`config.mk`:
```
export PLATFORM = sky130hd
export DESIGN_NAME = cursor_sequence_buffer_flat
export DESIGN_NICKNAME = d
export VERILOG_FILES = /design/src/design/csb_pkg.sv /design/src/design/csb_if.sv /design/src/design/cursor_sequence_buffer.sv /design/src/design/csb_cell.sv /design/src/design/csb_ctrl.sv /design/src/flat_wrapper.sv
export SDC_FILE = /design/constraint.sdc
export NUM_CORES = 2
export LEC_CHECK = 0
export BUFFER_PORTS_ARGS = -buffer_cell sky130_fd_sc_hd__buf_2
export CAP_MARGIN = 20
export CORE_MARGIN = 4
export CORE_UTILIZATION = 45
export DETAILED_ROUTE_END_ITERATION = 10
export SLEW_MARGIN = 20
export SYNTH_ARGS = -nofsm -noshare
export SYNTH_HDL_FRONTEND = slang
export SYNTH_SLANG_ARGS = --single-unit
```
`constraint.sdc`:
```
create_clock -name i_clk -period 6.48 [get_ports i_clk]
set_input_delay 0.648 -clock i_clk [delete_from_list [all_inputs] [get_ports i_clk]]
set_output_delay 0.648 -clock i_clk [all_outputs]
set_load 0.02 [all_outputs]
```
`src/design/csb_pkg.sv`:
```
// Package: sizes, operation codes, status codes and shift control type for the cursor buffer.
`timescale 1ns / 1ps
package csb_pkg;

    localparam int CAPACITY_ENTRIES = 32;
    localparam int WORD_BITS        = 32;
    localparam int IDX_BITS         = $clog2(CAPACITY_ENTRIES);
    localparam int CNT_BITS         = $clog2(CAPACITY_ENTRIES + 1);
    localparam int MODE_BITS        = 4;
    localparam int STATUS_BITS      = 2;
    localparam int READ_IDX_BITS    = 5;
    localparam int OUT_CNT_BITS     = 6;

    localparam logic [MODE_BITS-1:0] MODE_START        = 4'd0;
    localparam logic [MODE_BITS-1:0] MODE_END          = 4'd1;
    localparam logic [MODE_BITS-1:0] MODE_ADVANCE      = 4'd2;
    localparam logic [MODE_BITS-1:0] MODE_RETREAT      = 4'd3;
    localparam logic [MODE_BITS-1:0] MODE_INSERT       = 4'd4;
    localparam logic [MODE_BITS-1:0] MODE_ATTACH       = 4'd5;
    localparam logic [MODE_BITS-1:0] MODE_REMOVE       = 4'd6;
    localparam logic [MODE_BITS-1:0] MODE_INSERT_FRONT = 4'd7;
    localparam logic [MODE_BITS-1:0] MODE_ATTACH_BACK  = 4'd8;
    localparam logic [MODE_BITS-1:0] MODE_REMOVE_FRONT = 4'd9;
    localparam logic [MODE_BITS-1:0] MODE_READ_INDEX   = 4'd10;

    localparam logic [STATUS_BITS-1:0] STATUS_OK        = 2'd0;
    localparam logic [STATUS_BITS-1:0] STATUS_FULL      = 2'd1;
    localparam logic [STATUS_BITS-1:0] STATUS_NO_ITEM   = 2'd2;
    localparam logic [STATUS_BITS-1:0] STATUS_BAD_INDEX = 2'd3;

    localparam logic [1:0] SHIFT_HOLD  = 2'd0;
    localparam logic [1:0] SHIFT_OPEN  = 2'd1;
    localparam logic [1:0] SHIFT_CLOSE = 2'd2;

    typedef struct packed {
        logic [1:0]           op;
        logic [IDX_BITS-1:0]  pos;
        logic [WORD_BITS-1:0] word;
    } t_shift_ctrl;

endpackage

```
`src/design/csb_if.sv`:
```
// Interfaces: request and response channels of the cursor buffer.
`timescale 1ns / 1ps
interface csb_req_if
    import csb_pkg::*;
();
    logic                     valid;
    logic                     ready;
    logic [MODE_BITS-1:0]     mode;
    logic [WORD_BITS-1:0]     entry_value;
    logic [READ_IDX_BITS-1:0] read_index;

    modport source (output valid, mode, entry_value, read_index, input ready);
    modport sink   (input valid, mode, entry_value, read_index, output ready);
endinterface

interface csb_rsp_if
    import csb_pkg::*;
();
    logic                    valid;
    logic                    ready;
    logic [WORD_BITS-1:0]    item_value;
    logic                    has_item;
    logic [OUT_CNT_BITS-1:0] item_count;
    logic [OUT_CNT_BITS-1:0] cursor_pos;
    logic [STATUS_BITS-1:0]  status;

    modport source (output valid, item_value, has_item, item_count, cursor_pos, status,
                    input ready);
    modport sink   (input valid, item_value, has_item, item_count, cursor_pos, status,
                    output ready);
endinterface

```
`src/design/cursor_sequence_buffer.sv`:
```
// Top level: cursor buffer built from a row of shifting cells with a registered response.
// Response path: an accepted request moves through the pending stage and then the response
//   register before its response is valid on the channel.
// Throughput: one request per cycle unless the response stalls; the cell row shifts all
//   entries on accept; one registered read mux picks the word when pending advances.
// Reset (synchronous, active low) clears the entry count, the cursor and both stage
//   valids; cell contents stay undefined until written, no clearing pass is needed.
`timescale 1ns / 1ps
module cursor_sequence_buffer
    import csb_pkg::*;
(
    input  logic      i_clk,
    input  logic      i_rst_n,
    csb_req_if.sink   i_req,
    csb_rsp_if.source o_rsp
);

    t_shift_ctrl            w_shift;
    logic [STATUS_BITS-1:0] w_status;
    logic [CNT_BITS-1:0]    w_count;
    logic [CNT_BITS-1:0]    w_cursor;
    logic                   w_fire;
    logic                   w_pend_advance;
    logic [WORD_BITS-1:0]   w_cell_value [CAPACITY_ENTRIES];
    logic [IDX_BITS-1:0]    w_rd_addr;
    logic                   w_rd_ok;
    logic [WORD_BITS-1:0]   w_rd_value;

    // Pending stage: the request has updated the cells, its word is read next.
    logic                     r_pend_valid;
    logic                     r_pend_read;
    logic [READ_IDX_BITS-1:0] r_pend_idx;
    logic [STATUS_BITS-1:0]   r_pend_status;

    // Response register.
    logic                    r_out_valid;
    logic [WORD_BITS-1:0]    r_out_value;
    logic                    r_out_has;
    logic [OUT_CNT_BITS-1:0] r_out_count;
    logic [OUT_CNT_BITS-1:0] r_out_cursor;
    logic [STATUS_BITS-1:0]  r_out_status;

    assign w_fire         = i_req.valid && i_req.ready;
    assign w_pend_advance = r_pend_valid && (!r_out_valid || o_rsp.ready);
    // Accept only when the pending stage empties this cycle, so the cells are read
    // before the next request shifts them.
    assign i_req.ready    = !r_pend_valid || w_pend_advance;

    csb_ctrl u_ctrl (
        .i_clk      (i_clk),
        .i_rst_n    (i_rst_n),
        .i_fire     (w_fire),
        .i_mode     (i_req.mode),
        .i_word     (i_req.entry_value),
        .i_read_idx (i_req.read_index),
        .o_shift    (w_shift),
        .o_status   (w_status),
        .o_count    (w_count),
        .o_cursor   (w_cursor)
    );

    // Row of cells; the ends see zero from the missing neighbor.
    for (genvar k = 0; k < CAPACITY_ENTRIES; k++) begin : g_cell
        logic [WORD_BITS-1:0] w_left;
        logic [WORD_BITS-1:0] w_right;
        if (k == 0) begin : g_first
            assign w_left = '0;
        end else begin : g_mid_l
            assign w_left = w_cell_value[k-1];
        end
        if (k == CAPACITY_ENTRIES - 1) begin : g_last
            assign w_right = '0;
        end else begin : g_mid_r
            assign w_right = w_cell_value[k+1];
        end
        csb_cell u_cell (
            .i_clk      (i_clk),
            .i_shift    (w_shift),
            .i_cell_idx (IDX_BITS'(k)),
            .i_left     (w_left),
            .i_right    (w_right),
            .o_value    (w_cell_value[k])
        );
    end

    // Read the word at the index or at the cursor; report zero with no valid entry.
    always_comb begin
        if (r_pend_read) begin
            w_rd_addr = r_pend_idx[IDX_BITS-1:0];
            w_rd_ok   = r_pend_status != STATUS_BAD_INDEX;
        end else begin
            w_rd_addr = w_cursor[IDX_BITS-1:0];
            w_rd_ok   = w_cursor < w_count;
        end
        w_rd_value = w_rd_ok ? w_cell_value[w_rd_addr] : '0;
    end

    always_ff @(posedge i_clk) begin
        if (!i_rst_n) begin
            r_pend_valid <= 1'b0;
        end else if (w_fire) begin
            r_pend_valid <= 1'b1;
        end else if (w_pend_advance) begin
            r_pend_valid <= 1'b0;
        end
    end

    always_ff @(posedge i_clk) begin
        if (w_fire) begin
            r_pend_read   <= i_req.mode == MODE_READ_INDEX;
            r_pend_idx    <= i_req.read_index;
            r_pend_status <= w_status;
        end
    end

    always_ff @(posedge i_clk) begin
        if (!i_rst_n) begin
            r_out_valid <= 1'b0;
        end else if (w_pend_advance) begin
            r_out_valid <= 1'b1;
        end else if (o_rsp.ready) begin
            r_out_valid <= 1'b0;
        end
    end

    always_ff @(posedge i_clk) begin
        if (w_pend_advance) begin
            r_out_value  <= w_rd_value;
            r_out_has    <= w_cursor < w_count;
            r_out_count  <= OUT_CNT_BITS'(w_count);
            r_out_cursor <= OUT_CNT_BITS'(w_cursor);
            r_out_status <= r_pend_status;
        end
    end

    assign o_rsp.valid      = r_out_valid;
    assign o_rsp.item_value = r_out_value;
    assign o_rsp.has_item   = r_out_has;
    assign o_rsp.item_count = r_out_count;
    assign o_rsp.cursor_pos = r_out_cursor;
    assign o_rsp.status     = r_out_status;

    a_out_from_pend: assert property (@(posedge i_clk) disable iff (!i_rst_n)
        $rose(r_out_valid) |-> $past(r_pend_valid))
        else $error("response appeared without a pending request");

    a_no_accept_on_stall: assert property (@(posedge i_clk) disable iff (!i_rst_n)
        (r_pend_valid && r_out_valid && !o_rsp.ready) |-> !w_fire)
        else $error("request accepted while pending read was blocked");

    a_pend_follows_fire: assert property (@(posedge i_clk) disable iff (!i_rst_n)
        w_fire |=> r_pend_valid)
        else $error("accepted request lost before read");

endmodule

```
`src/design/csb_cell.sv`:
```
// Cell: one stored word of the list, shifting toward or away from its neighbors.
`timescale 1ns / 1ps
module csb_cell
    import csb_pkg::*;
(
    input  logic                 i_clk,
    input  t_shift_ctrl          i_shift,
    input  logic [IDX_BITS-1:0]  i_cell_idx,
    input  logic [WORD_BITS-1:0] i_left,
    input  logic [WORD_BITS-1:0] i_right,
    output logic [WORD_BITS-1:0] o_value
);

    logic [WORD_BITS-1:0] r_value;
    logic [WORD_BITS-1:0] n_value;

    always_comb begin
        n_value = r_value;
        unique case (i_shift.op)
            SHIFT_OPEN: begin
                if (i_cell_idx > i_shift.pos) begin
                    n_value = i_left;
                end else if (i_cell_idx == i_shift.pos) begin
                    n_value = i_shift.word;
                end
            end
            SHIFT_CLOSE: begin
                if (i_cell_idx >= i_shift.pos) begin
                    n_value = i_right;
                end
            end
            default: begin
                n_value = r_value;
            end
        endcase
    end

    always_ff @(posedge i_clk) begin
        r_value <= n_value;
    end

    assign o_value = r_value;

endmodule

```
`src/design/csb_ctrl.sv`:
```
// Control: entry count, cursor, per-request status and the shift command for the cell row.
`timescale 1ns / 1ps
module csb_ctrl
    import csb_pkg::*;
(
    input  logic                     i_clk,
    input  logic                     i_rst_n,
    input  logic                     i_fire,
    input  logic [MODE_BITS-1:0]     i_mode,
    input  logic [WORD_BITS-1:0]     i_word,
    input  logic [READ_IDX_BITS-1:0] i_read_idx,
    output t_shift_ctrl              o_shift,
    output logic [STATUS_BITS-1:0]   o_status,
    output logic [CNT_BITS-1:0]      o_count,
    output logic [CNT_BITS-1:0]      o_cursor
);

    logic [CNT_BITS-1:0]    r_count;
    logic [CNT_BITS-1:0]    r_cursor;
    logic [CNT_BITS-1:0]    n_count;
    logic [CNT_BITS-1:0]    n_cursor;
    logic [CNT_BITS-1:0]    w_pos;
    logic [1:0]             w_op;
    logic [STATUS_BITS-1:0] w_status;
    logic                   w_has;
    logic                   w_full;

    assign w_has  = r_cursor < r_count;
    assign w_full = r_count >= CNT_BITS'(CAPACITY_ENTRIES);

    always_comb begin
        n_count  = r_count;
        n_cursor = r_cursor;
        w_pos    = '0;
        w_op     = SHIFT_HOLD;
        w_status = STATUS_OK;
        unique case (i_mode)
            MODE_START: n_cursor = '0;
            MODE_END: n_cursor = (r_count != '0) ? r_count - 1'b1 : '0;
            MODE_ADVANCE: begin
                if (!w_has) w_status = STATUS_NO_ITEM;
                else n_cursor = r_cursor + 1'b1;
            end
            MODE_RETREAT: begin
                if (r_cursor != '0) n_cursor = r_cursor - 1'b1;
            end
            MODE_INSERT, MODE_ATTACH, MODE_INSERT_FRONT, MODE_ATTACH_BACK: begin
                if (w_full) begin
                    w_status = STATUS_FULL;
                end else begin
                    priority if (i_mode == MODE_INSERT) begin
                        w_pos = w_has ? r_cursor : '0;
                    end else if (i_mode == MODE_ATTACH) begin
                        w_pos = w_has ? r_cursor + 1'b1 : r_count;
                    end else if (i_mode == MODE_INSERT_FRONT) begin
                        w_pos = '0;
                    end else begin
                        w_pos = r_count;
                    end
                    w_op     = SHIFT_OPEN;
                    n_cursor = w_pos;
                    n_count  = r_count + 1'b1;
                end
            end
            MODE_REMOVE: begin
                if (!w_has) begin
                    w_status = STATUS_NO_ITEM;
                end else begin
                    w_op    = SHIFT_CLOSE;
                    w_pos   = r_cursor;
                    n_count = r_count - 1'b1;
                end
            end
            MODE_REMOVE_FRONT: begin
                if (r_count == '0) begin
                    w_status = STATUS_NO_ITEM;
                end else begin
                    w_op    = SHIFT_CLOSE;
                    w_pos   = '0;
                    n_count = r_count - 1'b1;
                end
            end
            MODE_READ_INDEX: begin
                if (CNT_BITS'(i_read_idx) >= r_count) w_status = STATUS_BAD_INDEX;
            end
            default: begin
                w_status = STATUS_OK;
            end
        endcase
    end

    always_ff @(posedge i_clk) begin
        if (!i_rst_n) begin
            r_count  <= '0;
            r_cursor <= '0;
        end else if (i_fire) begin
            r_count  <= n_count;
            r_cursor <= n_cursor;
        end
    end

    // Shift position always lies below the capacity when a shift is issued.
    assign o_shift.op   = i_fire ? w_op : SHIFT_HOLD;
    assign o_shift.pos  = w_pos[IDX_BITS-1:0];
    assign o_shift.word = i_word;
    assign o_status     = w_status;
    assign o_count      = r_count;
    assign o_cursor     = r_cursor;

    a_count_bound: assert property (@(posedge i_clk) disable iff (!i_rst_n)
        r_count <= CNT_BITS'(CAPACITY_ENTRIES))
        else $error("entry count above capacity");

    a_full_holds: assert property (@(posedge i_clk) disable iff (!i_rst_n)
        (i_fire && w_status == STATUS_FULL) |=> $stable(r_count) && $stable(r_cursor))
        else $error("rejected insert changed state");

    a_remove_count: assert property (@(posedge i_clk) disable iff (!i_rst_n)
        (i_fire && w_op == SHIFT_CLOSE) |=> (r_count == $past(r_count) - 1'b1))
        else $error("remove did not drop one entry");

    a_open_count: assert property (@(posedge i_clk) disable iff (!i_rst_n)
        (i_fire && w_op == SHIFT_OPEN) |=> (r_count == $past(r_count) + 1'b1))
        else $error("insert did not add one entry");

endmodule

```
`src/flat_wrapper.sv`:
```
// flat-port wrapper written by rule: the top's interface ports become plain ports
module cursor_sequence_buffer_flat import csb_pkg::*;
  (i_clk, i_rst_n, i_req_valid, i_req_mode, i_req_entry_value, i_req_read_index, i_req_ready, o_rsp_valid, o_rsp_item_value, o_rsp_has_item, o_rsp_item_count, o_rsp_cursor_pos, o_rsp_status, o_rsp_ready);
  csb_req_if i_req_i ();
  csb_rsp_if o_rsp_i ();
  input  logic i_clk;
  input  logic i_rst_n;
  input wire logic [$bits(i_req_i.valid)-1:0] i_req_valid;
  input wire logic [$bits(i_req_i.mode)-1:0] i_req_mode;
  input wire logic [$bits(i_req_i.entry_value)-1:0] i_req_entry_value;
  input wire logic [$bits(i_req_i.read_index)-1:0] i_req_read_index;
  output wire logic [$bits(i_req_i.ready)-1:0] i_req_ready;
  output wire logic [$bits(o_rsp_i.valid)-1:0] o_rsp_valid;
  output wire logic [$bits(o_rsp_i.item_value)-1:0] o_rsp_item_value;
  output wire logic [$bits(o_rsp_i.has_item)-1:0] o_rsp_has_item;
  output wire logic [$bits(o_rsp_i.item_count)-1:0] o_rsp_item_count;
  output wire logic [$bits(o_rsp_i.cursor_pos)-1:0] o_rsp_cursor_pos;
  output wire logic [$bits(o_rsp_i.status)-1:0] o_rsp_status;
  input wire logic [$bits(o_rsp_i.ready)-1:0] o_rsp_ready;
  assign i_req_i.valid = i_req_valid;
  assign i_req_i.mode = i_req_mode;
  assign i_req_i.entry_value = i_req_entry_value;
  assign i_req_i.read_index = i_req_read_index;
  assign i_req_ready = i_req_i.ready;
  assign o_rsp_valid = o_rsp_i.valid;
  assign o_rsp_item_value = o_rsp_i.item_value;
  assign o_rsp_has_item = o_rsp_i.has_item;
  assign o_rsp_item_count = o_rsp_i.item_count;
  assign o_rsp_cursor_pos = o_rsp_i.cursor_pos;
  assign o_rsp_status = o_rsp_i.status;
  assign o_rsp_i.ready = o_rsp_ready;
  cursor_sequence_buffer u_core (.i_clk(i_clk), .i_rst_n(i_rst_n), .i_req(i_req_i), .o_rsp(o_rsp_i));
endmodule
```
== After elaboration in Yosys (flattened, before gate mapping) ==
Cells that the tools add are included.
Storage, ports and cells
  register bits after elaboration: 1093
  latch bits: 0
  RAM bits: 0
  memory bits (read-only): 0
  logic and storage cells: 445
  memories: 0
Operators by class
  add/sub/neg operators: 4
  multiply operators: 0
  div/mod/pow operators: 0
  magnitude comparators: 68
  equal/unequal tests: 113
  shifts and indexed selects: 0
  multiplexer cells: 163
  bitwise logic cells: 1
  reduce and logical (&&, ||, !) cells: 52
Operators by type and width (number)
  $mux W32: 98
  $pmux W32 S2: 32
  $bmux W32 S5: 1
  $ne A3 B3 Y1 const B: 32
  $reduce_and A3 Y1: 32
  $eq A5 B5 Y1 const A: 16
  $ge A5 B5 Y1 const A: 16
  $gt A5 B5 Y1 const A: 16
  $ne A2 B2 Y1 const B: 38
  $mux W6: 12
  $eq A4 B5 Y1 const A: 8
  $ge A4 B5 Y1 const A: 8
  $gt A4 B5 Y1 const A: 8
  $pmux W6 S5: 1
  $eq A3 B5 Y1 const A: 4
  $ge A3 B5 Y1 const A: 4
  $gt A3 B5 Y1 const A: 4
  $pmux W6 S3: 1
  $eq A4 B3 Y1 const B: 4
  $add A6 B1 Y6 const B: 2
  $eq A4 B4 Y1 const B: 3
  $ge A6 B6 Y1 const B: 2
  $mux W2: 6
  $reduce_bool A6 Y1: 2
  other kinds (31): 51

== Depth between registers and ports, before layout ==
  word-level depth: 10
  mapped depth: 18

== By module ==
Synthesis repeated with hierarchy kept, for this count alone.
Unflattened totals
  cells, all modules: 8462
  area, all modules: 85956.2 µm²
By module, submodules not included
  csb_cell (u_core.g_cell[20].u_cell ...): instances 20, cells an instance 208, area an instance 2243.4 µm²
  csb_cell (u_core.g_cell[0].u_cell ...): instances 12, cells an instance 241, area an instance 2382.3 µm²
  cursor_sequence_buffer: instances 1, cells an instance 1117, area an instance 10435.0 µm²
  csb_ctrl: instances 1, cells an instance 293, area an instance 2065.7 µm²

== Worst setup path before layout ==
No wires, ideal clock.
  path type: register to register
  from: register u_core.u_ctrl.r_count[2] (netlist: u_core.u_ctrl.o_count[2])
  to: register u_core.g_cell[2].u_cell.r_value[0], enable pin
  setup time: 470 ps
  arrival: 5444 ps
  setup slack: 566 ps
  stages on the path, launching flop included: 14
  path buffers: 6
  period minus slack after synthesis: 5914 ps
  cell sequence: dfxtp_1 > buf_1 > inv_1 > ha_1 > nand4_1 > o21ai_4 > buf_2 > mux2i_1 > buf_4 > buf_4 > buf_2 > buf_2 > a21oi_1 > a211oi_1
On the way
  longest elaborated chain between the ends: 9
  elaborated cells on any way between the ends: 24
  those cells by class: 4 x order compare; 5 x eq/ne; 12 x mux; 3 x reduce/logical
Ends and longest elaborated chain
  start, declared: RTL line csb_ctrl.sv:18  | logic [CNT_BITS-1:0] r_count;
  start signal, assigned: RTL line csb_ctrl.sv:97  | r_count <= n_count;
  $lt A6 B6 Y1: RTL line csb_ctrl.sv:28  | assign w_has = r_cursor < r_count;
  $mux W6: RTL line csb_ctrl.sv:54  | w_pos = w_has ? r_cursor + 1'b1 : r_count;
  $mux W6: RTL line csb_ctrl.sv:53  | end else if (i_mode == MODE_ATTACH) begin
  $mux W6: RTL line csb_ctrl.sv:51  | priority if (i_mode == MODE_INSERT) begin
  $mux W5: RTL line csb_ctrl.sv:48  | if (w_full) begin
  $pmux W5 S2: RTL line csb_ctrl.sv:37  | unique case (i_mode)
  $gt A2 B5 Y1 (tied with other cells): RTL line csb_cell.sv:21  | if (i_cell_idx > i_shift.pos) begin
  $ne A3 B3 Y1 (no line) or $ne A2 B2 Y1 (tied branches)
  $reduce_and A3 Y1 (no line) (*)
  end signal, assigned: RTL line csb_cell.sv:39  | r_value <= n_value;
  end, declared: RTL line csb_cell.sv:14  | logic [WORD_BITS-1:0] r_value;
Every way passes the cells marked *; elsewhere a longest branch is shown, timed or not.
A chain may end at the register's enable or synchronous reset.

== Worst setup path in the final report ==
  from: register u_core.u_ctrl.r_count[5] (netlist: u_core.u_ctrl.o_count[5])
  to: register u_core.g_cell[11].u_cell.r_value[20] (data pin)
On the way
  longest elaborated chain between the ends: 9
  elaborated cells on any way between the ends: 19
  those cells by class: 3 x order compare; 2 x eq/ne; 13 x mux; 1 x reduce/logical
Ends and longest elaborated chain
  $lt A6 B6 Y1: RTL line csb_ctrl.sv:28
  $mux W6: RTL line csb_ctrl.sv:54
  $mux W6: RTL line csb_ctrl.sv:53
  $mux W6: RTL line csb_ctrl.sv:51
  $mux W5: RTL line csb_ctrl.sv:48
  $pmux W5 S2: RTL line csb_ctrl.sv:37
  $gt A4 B5 Y1: RTL line csb_cell.sv:21
  $mux W32: RTL line csb_cell.sv:21
  $pmux W32 S2 (*): RTL line csb_cell.sv:19  | unique case (i_shift.op)
  via u_core.g_cell[11].u_cell.n_value[20]: RTL line csb_cell.sv:15  | logic [WORD_BITS-1:0] n_value;
  end signal, assigned: RTL line csb_cell.sv:39
  end, declared: RTL line csb_cell.sv:14
Mark *: on every way through the listed nets, which the timed path passes. The rest lies on a longest branch.

==> results.sh <==
export IMPL_status="completed"
export IMPL_synthTopCellsByArea="edfxtp_1 48%, mux4_2 8.5%, nand2_1 4.8%, a221o_1 4.2%, clkbuf_1 3.4%"
export IMPL_netlist_instances=6437
export IMPL_critPathLaunchType="register"
export IMPL_synth_seq_cells=1093
export IMPL_power_density_nw_per_um2=253
export IMPL_worstPathRequired_ns=7.12
export IMPL_worst_slew_pin_slew_ns=1.27
export IMPL_antenna_found_initial=25
export IMPL_max_slew_margin_pct=15.2
export IMPL_io_pins=94
export IMPL_cp_max_fo=22
export IMPL_rr_endpoint="u_core.g_cell[11].u_cell.o_value[20]$_DFFE_PP_"
export IMPL_hp_start="i_req_read_index[0]"
export IMPL_post_route_period_util_pct=86.0
export IMPL_area_growth_pct=10.2
export IMPL_syn_avg_cell_area_um2=10.6
export IMPL_whs_path_depth=1
export IMPL_synth_seq_area_share_pct=48.0
export IMPL_portBuffers=93
export IMPL_drc=0
export IMPL_hold_buffers=0
export IMPL_synth_ff_type="edfxtp_1"
export IMPL_clock_sinks=1093
export IMPL_rsz0062_at_grt="no"
export IMPL_period_needed_ns=5.57
export IMPL_dp_hpwl_mm=166
export IMPL_grt_overflow_total=0
export IMPL_hold_class="in2reg"
export IMPL_cts_tree="built"
export IMPL_reg2reg_slack_ns=0.91
export IMPL_htree_levels=4
export IMPL_n_fill_cell=13500
export IMPL_place_congestion=0.909
export IMPL_drtPass1Iterations=7
export IMPL_finish_net_count=6116
export IMPL_syn_area_um2=68000
export IMPL_core_area_um2=150000
export IMPL_yosysTopAreaCellShare_pct=47.6
export IMPL_grt_use_total_pct=36.4
export IMPL_r2r_start="u_core.u_ctrl.o_count[5]$_SDFFE_PN0P_"
export IMPL_cts_buffer_depth=3
export IMPL_grt_pass1_wl_mm=424
export IMPL_critical_path_class="reg2reg"
export IMPL_cp_end_kind="register"
export IMPL_clkTransAtPathRegs_ns=0.07
export IMPL_ir_worst_vdd_uv=301
export IMPL_drt_vias_per_instance=7.62
export IMPL_num_vias=62300
export IMPL_hold_end="u_core.r_pend_idx[0]$_DFFE_PP_"
export IMPL_hold_violations=0
export IMPL_cts_made_buffers=131
export IMPL_arrival_ns=6.22
export IMPL_finalSetupTns_ns=0
export IMPL_leakage_nw=25.1
export IMPL_cts_setup_buffers=0
export IMPL_setup_viol=0
export IMPL_die_w_um=397
export IMPL_yosys_warnings=0
export IMPL_place_ws_ns=1.11
export IMPL_synth_edf_count=1079
export IMPL_first_global_vias=58000
export IMPL_ant_nets=0
export IMPL_synth_cell_type_count=84
export IMPL_routedWlPerCell_um=36.4
export IMPL_std_cell_rows=142
export IMPL_max_freq_ghz=0.179
export IMPL_post_cts_resized=0
export IMPL_die_y_um=397
export IMPL_initial_utilization_pct=45.4
export IMPL_clk_latency_ns=0.79
export IMPL_cts_root_buf="clkbuf_16"
export IMPL_syn_num_nets=6500
export IMPL_drive_above_1_share_pct=14.2
export IMPL_maxCapViolCount=0
export IMPL_drt_initial_drc_count=11600
export IMPL_rr_worst_depth=11
export IMPL_slew_viol_final=0
export IMPL_setup_slack_ns=0.907
export IMPL_drt_total_wl_mm=298
export IMPL_synth_top_cell_by_area="edfxtp_1"
export IMPL_synthArstFlopShare_pct=0
export IMPL_die_area_um2=157000
export IMPL_fin_skew_ns=0.0239
export IMPL_grt_max_degree=169
[cell usage after synthesis, types with 35 or more instances]
cell          n
o211ai_1    199
inv_1       208
nand2_1     873
o221ai_1     66
o311ai_0    127
mux2i_1     135
o21ai_1      42
edfxtp_1   1079
nor2b_1     104
buf_1        75
a31oi_1     264
nor3_1       44
a21oi_1      79
nor2_1      319
mux4_2      256
and3_1       36
o2111ai_1    67
o2111a_1    192
a221o_1     288
nand3_1     427
clkbuf_1    613
o311ai_1     65
a22oi_1      38
o21ai_0     368
nor4_1       64
a211oi_1     35
buf_2       152
[worst max-delay path: stages, from the launching register on]
cell and delay (ns):
dfxtp_1 0.59, clkinv_1 0.37, ha_1 0.44, nand4_1 0.19
o21ai_4 0.56, inv_2 0.28, o211ai_1 0.54, buf_4 0.70
a32oi_4 0.42, o21ai_4 0.63, buf_4 0.43, a221o_1 0.20
[routing by layer]
metal	wire length [um]	vias to the layer above	share of wire [%]	global-route usage, %
met5	55	-	0.018	0
met4	18200	8	6.1	20.2
met3	44300	1007	15	11.7
met2	126000	5773	42	52.5
met1	109000	30800	37	48.7
li1	-	24700	-	-
[cells in the final DEF, fill, tap and decap left out, types with 37 or more instances in the layout]
cell and instances:
nor2_1 311, o311ai_1 65, o21ai_0 368, o211ai_1 199
edfxtp_1 1079, o2111a_1 192, o221ai_1 66, mux2i_1 129
a31oi_1 258, nor2b_1 97, nor4_1 64, buf_4 193
nand3_1 423, a21oi_1 55, buf_2 93, a221o_1 288
o311ai_0 127, nor3_1 44, clkbuf_16 135, nand2_1 869
inv_1 206, a22oi_1 37, mux4_2 256, buf_12 46
o2111ai_1 66
[state kept, by name, indices dropped and copies added, names as in the netlist]
| name | count |
|---|---|
| u_core.o_rsp.status | 2 |
| u_core.o_rsp.item_value | 32 |
| u_core.u_ctrl.o_count | 6 |
| u_core.r_pend_idx | 5 |
| u_core.o_rsp.has_item | 1 |
| u_core.o_rsp.item_count | 6 |
| u_core.g_cell.u_cell.o_value | 1024 |
| u_core.o_rsp.cursor_pos | 6 |
| u_core.u_ctrl.o_cursor | 6 |
| u_core.r_pend_read | 1 |
| u_core.o_rsp.valid | 1 |
| u_core.r_pend_valid | 1 |
| u_core.r_pend_status | 2 |
[worst max path at each step]
stage	slack, ns	from	cells after the start	to
5_1_grt	0.77	u_core.u_ctrl.o_count[5]$_SDFFE_PN0P_	11	u_core.g_cell[11].u_cell.o_value[19]$_DFFE_PP_
6_report	0.91	u_core.u_ctrl.o_count[5]$_SDFFE_PN0P_	11	u_core.g_cell[11].u_cell.o_value[20]$_DFFE_PP_
2_1_floorplan	0.57	u_core.u_ctrl.o_count[2]$_SDFFE_PN0P_	13	u_core.g_cell[2].u_cell.o_value[0]$_DFFE_PP_
3_5_place_dp	1.11	u_core.u_ctrl.o_count[5]$_SDFFE_PN0P_	9	u_core.g_cell[19].u_cell.o_value[19]$_DFFE_PP_
4_1_cts	1.04	u_core.u_ctrl.o_count[5]$_SDFFE_PN0P_	9	u_core.g_cell[19].u_cell.o_value[31]$_DFFE_PP_
3_3_place_gp	1.27	u_core.u_ctrl.o_count[5]$_SDFFE_PN0P_	9	u_core.g_cell[19].u_cell.o_value[19]$_DFFE_PP_
[final cells by class]
class,instances,area (um^2),area share [%]
well taps,2016,2520,3.37
inverters,210,797,1.06
diodes,14,35.0,0.0467
clock buffers,165,3490,4.66
clock inverters,65,562,0.750
flip-flops and latches,1093,32700,43.6
multi-input cells,4282,32000,42.6
repair buffers,335,2900,3.87
[report_power, final]
part / switching [W] / internal (W)
Sequential: 0.000276 / 0.00828
Clock: 0.00322 / 0.00413
Combinational: 0.00203 / 0.00102
Total: 0.00553 / 0.0134
[per-stage QoR]
| stage | std cells | power [W] | instance area, um^2 | hold slack, ns | util, % |
|---|---|---|---|---|---|
| after global routing | 8174 | 0.0194 | 74900 | 0.0585 | 50.0 |
| after CTS | 8164 | 0.0188 | 74900 | 0.0261 | 49.9 |
| after detailed placement | 7934 | 0.0116 | 70800 | 0.437 | 47.2 |
| final | 8180 | 0.0190 | 74900 | 0.0655 | 50.0 |
| after global placement | 7933 | 0.0116 | 70800 | 0.436 | 47.2 |
| after floorplan | 6437 | 0.0104 | 68000 | 0.403 | - |
[kinds of logic after synthesis]
logic type | share of synthesized area, %
AO/OA/AOI/OAI | 22.3
AND/OR/NAND/NOR | 12.4
flip-flops | 48.0
buffers and inverters | 6.20
multiplexers | 10.5
adder cells (fa/ha/maj) | 0.331
XOR/XNOR | 0.193
No activity file was read; power rests on OpenSTA's default activity.
